`config.mk`:
```
export PLATFORM = sky130hd
export DESIGN_NAME = slm_list_mem
export DESIGN_NICKNAME = d
export VERILOG_FILES = /design/src/rtl/core/slm_pkg.sv /design/src/rtl/core/slm_list_mem.sv
export SDC_FILE = /design/constraint.sdc
export NUM_CORES = 1
export LEC_CHECK = 0
export BUFFER_PORTS_ARGS = -buffer_cell sky130_fd_sc_hd__buf_2
export CORE_UTILIZATION = 60
export CTS_BUF_LIST = sky130_fd_sc_hd__clkbuf_8
export DETAILED_ROUTE_END_ITERATION = 8
export GPL_ROUTABILITY_DRIVEN = 0
export GPL_TIMING_DRIVEN = 1
export HOLD_SLACK_MARGIN = 0.12
export PLACE_DENSITY = 0.78
export SYNTH_ARGS = -nofsm -noshare
export SYNTH_HDL_FRONTEND = slang
export SYNTH_SLANG_ARGS = --single-unit
```
`constraint.sdc`:
```
create_clock -name clk_i -period 8.9 [get_ports clk_i]
set_input_delay 1.335 -clock clk_i [delete_from_list [all_inputs] [get_ports clk_i]]
set_output_delay 1.335 -clock clk_i [all_outputs]
set_load 0.02 [all_outputs]
```
`src/rtl/core/slm_pkg.sv`:
```
// Shared types and constants for the sorted list merge block.
// No dependencies; imported by the interfaces and every module.
package slm_pkg;

  localparam int unsigned DATA_W = 32;
  localparam int unsigned CMD_W  = 2;

  typedef enum logic [CMD_W-1:0] {
    CMD_APPEND_A = 2'd0,
    CMD_APPEND_B = 2'd1,
    CMD_MERGE    = 2'd2
  } cmd_e;

endpackage

```
`src/rtl/core/slm_list_mem.sv`:
```
// Single list store: one write port, one read port, registered read data.
// Depends on slm_pkg for the data width.
module slm_list_mem
  import slm_pkg::*;
#(
  parameter int unsigned DEPTH  = 16,
  parameter int unsigned ADDR_W = 4
) (
  input  logic              clk_i,
  input  logic              wr_en_i,
  input  logic [ADDR_W-1:0] wr_addr_i,
  input  logic [DATA_W-1:0] wr_data_i,
  input  logic [ADDR_W-1:0] rd_addr_i,
  output logic [DATA_W-1:0] rd_data_o
);

  logic [DATA_W-1:0] mem [DEPTH];
  logic [DATA_W-1:0] rd_data_q;

  always_ff @(posedge clk_i) begin
    if (wr_en_i) begin
      mem[wr_addr_i] <= wr_data_i;
    end
    rd_data_q <= mem[rd_addr_i];
  end

  assign rd_data_o = rd_data_q;

endmodule

```
Yosys cells after proc, flatten, opt, wreduce, memory -nomap -nowiden
Memories as Yosys holds them, arrays and structs flattened. A register that Yosys moved wholly into a read port is not among the register bits.
Cells that the tools add are included.
{"block": "totals", "output_inout_bits": 32, "register_bits": 0, "n_memories": 1, "inputBits": 42, "ram_bits": 512, "word_cells": 3}
{"block": "classes", "mux": 2}
{"memory": "mem", "depth": 16, "word_bits": 32, "read_ports": 1, "rd_ports_with_merged_regs": 1, "write_ports": 1, "line_no": "slm_list_mem.sv:17", "rtl": "logic [DATA_W-1:0] mem [DEPTH];"}
{"op": "$mux W1", "n": 2}

Depth between registers and ports, before layout
Gate-level depths: netlist of the first run.
{"block": "logic_depth", "depth_word": 2, "ltp_mapped": 5, "depth_no_buf": 3}

Least setup slack after synthesis of the first run
Ideal clock, no wire load.
{"block": "synth_timing", "path_type": "input -> register", "from": "input wr_addr_i[2]", "to": "memory mem[0][0], enable pin", "setup_slack_ns": 4.385, "n_path_buf": 0, "setup_ns": 0.461, "cell_stages": 2, "t_arrival_ns": 4.053, "cell_sequence": "or3b_2 > nor3_1"}
{"item": "start, declared", "line_no": "slm_list_mem.sv:11", "rtl": "input logic [ADDR_W-1:0] wr_addr_i,"}
{"item": "end, declared", "line_no": "slm_list_mem.sv:17"}
No word-level cell before the write port.

==> flow_summary.yaml, run 1 <==
synth:
  post_synth_fa_ha_maj_area_fraction_pct: 0
  synthXorXnorAreaFrac_pct: 0
  yosys-mux-area-fraction_pct: 14.52
  yosysWarnings: 0
  syn_area_per_cell_um2: 23.69
  netlist-cell-type-count: 18
  synthSimpleGateAreaFrac_pct: 1.273
  synthesis.nets: 880
  synth_area_um2: 19850
  synth_top_family_by_area: "multiplexers"
  ys_ff_latch: 544
  seq_area_frac_synth_pct: 80.67
  synth_compound_area_share_pct: 2.420
  postSynthCellCount: 838
sta:
  hold_viol_final: 0
  rsz0062_at_grt: "false"
  fin_skew_ns: 0.02171
  relSlewSlack_pct: 25.17
  setup_violations: 0
  period_needed_ns: 3.561
  final_max_slew_viol_count: 0
  worstMarginPinSlew_ns: 1.122
  fin_ws_ns: 5.339
  timing.hold.ws_ns: 0.6630
  tns_ns: 0
  fin_crit_sh_pct: 40.01
  fmax_mhz: 280.8
pwr:
  intPower_mw: 4.046
  power_density_nw_per_um2: 228.6
  p_seq_share_pct: 56.1
  switching_share_pct: 21.31
  p_leak_nw: 7.368
  power.switching_mw: 1.096
  ir_drop_uv: 125.5
  clockPowerShare_pct: 38.9
  pwr-share-comb_pct: 5.0
floorplan:
  start_util_pct: 61.02
  fp.dieArea_um2: 33820
  pin_count: 74
  fp.coreArea_um2: 32540
  die_width_um: 183.9
  die_y_um: 183.9
  num_rows: 66
detailed_routing:
  wl_per_cell_um: 26.40
  via_count: 9240
  dr_wl_met2_um: 18830
  met1_length_um: 15950
  top_layer_used: "met5"
  final_antenna_net_count: 0
  firstDrtPassIters: 5
  finalWirelength_um: 39120
  route.met3.wl_um: 3495
  drt_iter0_drc: 974
  route.detailed.drc: 0
  vias_per_cell: 6.235
global_route:
  grt_max_degree: 75
  grt-ovfl-total: 0
  grt_pass1_vias: 9736
  grt_pass1_wl_um: 58160
  grt_util_all_layers_pct: 24.30
  antenna_found_initial: 3
min_path:
  hold_path_depth: 3
  hold_end: "rd_data_o[9]"
  hp-start: "mem[6][9]"
  worstHoldPathType: "reg -> reg"
clocking:
  cts_tree: "built"
  insertion_delay_ns: 0.60
  clkTransAtPathRegs_ns: 0.06
  clock-root-buffer: "clkbuf_8"
  cts_repair_resize_count: 0
  numClockSinks: 544
  h-tree-depth: 3
  cts_max_path_buffers: 3
  postCtsSetupBuffers: 0
  holdBufCountCts: 0
  numCtsBuffers: 82
finish:
  fillCellCount: 1956
  stdcell_count: 1482
  drive_gt1_share_pct: 34.20
  areaGrowthSynthToFinish_pct: 13.29
  nets: 1015
critical_path:
  worstSetupPathType: "in -> reg"
  critPathLaunchType: "input port"
  arrival_ns: 4.04
  rr_endpoint: "rd_data_o[3]"
  path_buf_inv: 2
  required_ns: 9.37
  cpPeakStageDelay_ns: 0.94
  crit_slowest_cell: "buf_4"
  crit_chain: "clkbuf_8 -> buf_4 -> mux4_2 -> a22oi_1 -> nand2_1"
  path_max_fanout: 74
  worstSetupEndpointType: "flop"
  r2r_slack_ns: 7.58
  rr_worst_depth: 3
  critPathTopFamily: "buffers and inverters"
  r2r-start: "mem[0][3]"
placed_design:
  post-place-ws_ns: 4.648
  io_buffers: 73
  dp.cells: 1331
  dp_hpwl_um: 18760
outcome:
  outcome: "finished, final reports clean"
run:
  drv_cap: 0
[kinds of logic after synthesis]
family,count (synthesis)
compound gates,64
simple gates,59
mux,128
buf+inv,43
flops,544
[worst register-to-register path, stage by stage, from the launching register on]
cell	delay, ns
edfxtp_1	0.39
mux4_2	0.47
a22oi_1	0.25
nand2_1	0.08
[worst max path at each step]
stage / startpoint / end / slack [ns] / depth (start not counted)
2_1_floorplan: wr_addr_i[2] / mem[0][0] / 4.39 / 2
3_3_place_gp: rd_addr_i[0] / rd_data_o[24] / 4.68 / 5
3_5_place_dp: rd_addr_i[0] / rd_data_o[24] / 4.65 / 5
4_1_cts: rd_addr_i[0] / rd_data_o[24] / 5.28 / 5
5_1_grt: rd_addr_i[0] / rd_data_o[24] / 5.07 / 5
6_report: rd_addr_i[0] / rd_data_o[24] / 5.34 / 5
[Yosys cell counts]
| cell type | instances | area share, % |
|---|---|---|
| mux4_2 | 128 | 15 |
| nor2_1 | 13 | 0.25 |
| clkbuf_1 | 17 | 0.32 |
| buf_2 | 4 | 0.10 |
| edfxtp_1 | 512 | 77 |
| nand3b_1 | 2 | 0.076 |
| nor3_1 | 4 | 0.10 |
| a22oi_1 | 64 | 2.4 |
| dfxtp_1 | 32 | 3.2 |
| and2_1 | 1 | 0.032 |
| nand2_1 | 33 | 0.62 |
| nand3_1 | 1 | 0.025 |
| buf_4 | 11 | 0.42 |
| or3b_2 | 1 | 0.044 |
| nor2b_1 | 2 | 0.063 |
| buf_6 | 2 | 0.11 |
| nand2b_1 | 2 | 0.063 |
| buf_1 | 9 | 0.17 |
[state kept, by name (all words and copies together), names as in the netlist]
signal	count
rd_data_o	32
mem	512
[layer usage]
layer,GRT usage [%],vias to the layer above
li1,-,3852
met1,34.57,4864
met2,37.56,450
met3,5.685,70
met4,8.667,4
met5,0,-
[power groups by stage]
stage,Combinational (mW),Clock (mW),Sequential [mW]
5_1_grt,0.275,2.15,2.89
2_1_floorplan,0.138,0,2.95
3_5_place_dp,0.258,0,2.94
6_report,0.256,2.00,2.88
3_3_place_gp,0.252,0,2.93
4_1_cts,0.258,2.03,2.88
[area by class of cell]
| class | count | area, um^2 | area share, % |
|---|---|---|---|
| antenna | 2 | 5.005 | 0.02225 |
| clock buffer | 90 | 1239 | 5.507 |
| clock inverter | 59 | 396.6 | 1.763 |
| multi-input combinational | 251 | 3750 | 16.67 |
| sequential | 544 | 16020 | 71.20 |
| tap | 442 | 553.0 | 2.459 |
| timing repair buffer | 94 | 534.3 | 2.375 |
[metrics by stage]
step | instance area [um^2] | util [%] | power, mW
floorplan | 19850 | - | 3.090
CTS | 22490 | 69.12 | 5.176
global route | 22490 | 69.12 | 5.308
finish | 22490 | 69.13 | 5.142
global placement | 20850 | 64.09 | 3.186
detailed placement | 20850 | 64.09 | 3.195
[placed cells by master (no fill, tap or decap)]
cell	n
edfxtp_1	512
mux4_2	128
clkbuf_8	91
buf_2	71
a22oi_1	64
nand2_1	33
dfxtp_1	32
inv_1	28
buf_4	22
nor2_4	13
clkinv_2	10
clkinv_1	9
clkinvlp_4	5
bufinv_16	5
nor3_2	4
diode_2	2
nor2b_4	2
nand3b_1	2
nand2b_1	2
and2_2	1
nand3_1	1
or3b_2	1
inv_6	1
inv_8	1
Power figures use the tool's default switching activity.
==> run 2: changes to the inputs <==
CORE_UTILIZATION = 58   (was 60)
clock period = 3.1 ns   (was 8.9 ns; I/O delays follow)
==> flow_summary.yaml, run 2 (same netlist as run 1, synthesis figures left out) <==
outcome:
  outcome: "finished, final reports clean"
critical_path:
  path_buf_inv: 2
  worstSetupPathType: "in -> reg"
  arrival_ns: 1.98
  critPathTopFamily: "simple AND/OR/NAND/NOR gates"
  cpPeakStageDelay_ns: 0.63
  rr_endpoint: "rd_data_o[3]"
  path_max_fanout: 17
  r2r_slack_ns: 1.67
  rr_worst_depth: 3
  crit_chain: "buf_2 -> or3b_2 -> nor2_4 -> buf_12"
  worstSetupEndpointType: "flop"
  required_ns: 3.39
  r2r-start: "mem[2][3]"
  critPathLaunchType: "input port"
  crit_slowest_cell: "or3b_2"
detailed_routing:
  dr_wl_met2_um: 19570
  met1_length_um: 15640
  route.met3.wl_um: 3720
  firstDrtPassIters: 5
  top_layer_used: "met4"
  final_antenna_net_count: 0
  finalWirelength_um: 39470
  wl_per_cell_um: 26.09
  via_count: 9347
  route.detailed.drc: 0
  vias_per_cell: 6.178
  drt_iter0_drc: 969
sta:
  period_needed_ns: 1.685
  worstMarginPinSlew_ns: 0.8604
  fmax_mhz: 593.3
  rsz0062_at_grt: "false"
  fin_crit_sh_pct: 54.37
  timing.hold.ws_ns: 0.2347
  hold_viol_final: 0
  setup_violations: 0
  relSlewSlack_pct: 42.52
  tns_ns: 0
  final_max_slew_viol_count: 0
  fin_skew_ns: 0.02014
finish:
  drive_gt1_share_pct: 35.65
  nets: 1038
  regArea_um2: 16020
  layout_common_cells: "edfxtp_1 (512), mux4_2 (128), clkbuf_8 (100), buf_2 (71), a22oi_1 (64)"
  areaGrowthSynthToFinish_pct: 14.97
  largest_reg_flops: 512
  multiInputGateArea_um2: 3775
  fillCellCount: 1950
  top_register: "mem"
  layout_commonest_cell: "edfxtp_1"
clocking:
  cts_repair_resize_count: 0
  holdBufCountCts: 0
  clock-root-buffer: "clkbuf_8"
  clkTransAtPathRegs_ns: 0.06
  h-tree-depth: 3
  numClockSinks: 544
  numCtsBuffers: 80
  postCtsSetupBuffers: 0
  cts_tree: "built"
  insertion_delay_ns: 0.60
  cts_max_path_buffers: 3
floorplan:
  fp.coreArea_um2: 33620
  start_util_pct: 59.06
  die_y_um: 187.0
  fp.dieArea_um2: 34970
  die_width_um: 187.0
  pin_count: 74
  num_rows: 67
run:
  drv_cap: 0
global_route:
  antenna_found_initial: 2
  grt_max_degree: 44
  grt_pass1_vias: 9684
  grt_pass1_wl_um: 59530
  grt-ovfl-total: 0
  grt_util_all_layers_pct: 23.49
placed_design:
  dp_hpwl_um: 22880
  io_buffers: 73
min_path:
  worstHoldPathType: "in -> reg"
  hp-start: "wr_data_i[15]"
  hold_path_depth: 1
  hold_end: "mem[2][15]"
pwr:
  finalPower_mw: 14.76
  power_density_nw_per_um2: 646.6
  ir_drop_uv: 300.9
  p_leak_nw: 7.564
==> run 2: cell count changes in the layout (fill, tap and decap cells not counted), sizes merged <==
cell,change
buf,+25
inv,+3
clkinv,-8
bufinv,-2
clkbuf,+9
clkinvlp,-2
==> run 2: per-stage QoR <==
step	utilization [%]	std cells	instance area [um^2]	worst slack (ns)
after floorplan	-	838	19870	0.3270
after global placement	62.98	1362	21170	0.8455
after detailed placement	62.98	1362	21170	0.8095
after CTS	67.89	1511	22820	1.442
after global routing	67.89	1511	22820	1.369
final	67.90	1513	22830	1.415
==> run 2: how the worst max path moves through the flow <==
stage | to | slack [ns] | depth (start not counted) | start
CTS | mem[6][15] | 1.44 | 4 | wr_addr_i[3]
floorplan | mem[1][0] | 0.33 | 2 | wr_addr_i[2]
global placement | mem[2][0] | 0.85 | 4 | wr_addr_i[2]
finish | mem[2][23] | 1.41 | 4 | wr_addr_i[2]
global route | rd_data_o[21] | 1.37 | 5 | rd_addr_i[0]
detailed placement | mem[6][0] | 0.81 | 4 | wr_addr_i[3]
==> run 2: layer usage <==
layer,up-vias,track usage (%)
met5,-,0
met4,0,6.494
met2,488,37.39
met3,49,5.066
li1,3906,-
met1,4904,33.58
==> run 2: power breakdown <==
part	leakage [nW]	internal (mW)	switching [mW]
Sequential	4.89	8.22	0.0554
Combinational	1.71	0.308	0.472
Clock	0.962	3.13	2.56
Total	7.56	11.7	3.09
==> run 2: final cells by class <==
class / instances / area share [%]
timing repair buffer: 119 / 3.601
tap: 448 / 2.456
antenna: 2 / 0.02193
clock buffer: 99 / 5.969
sequential: 544 / 70.16
multi-input combinational: 251 / 16.54
clock inverter: 50 / 1.250
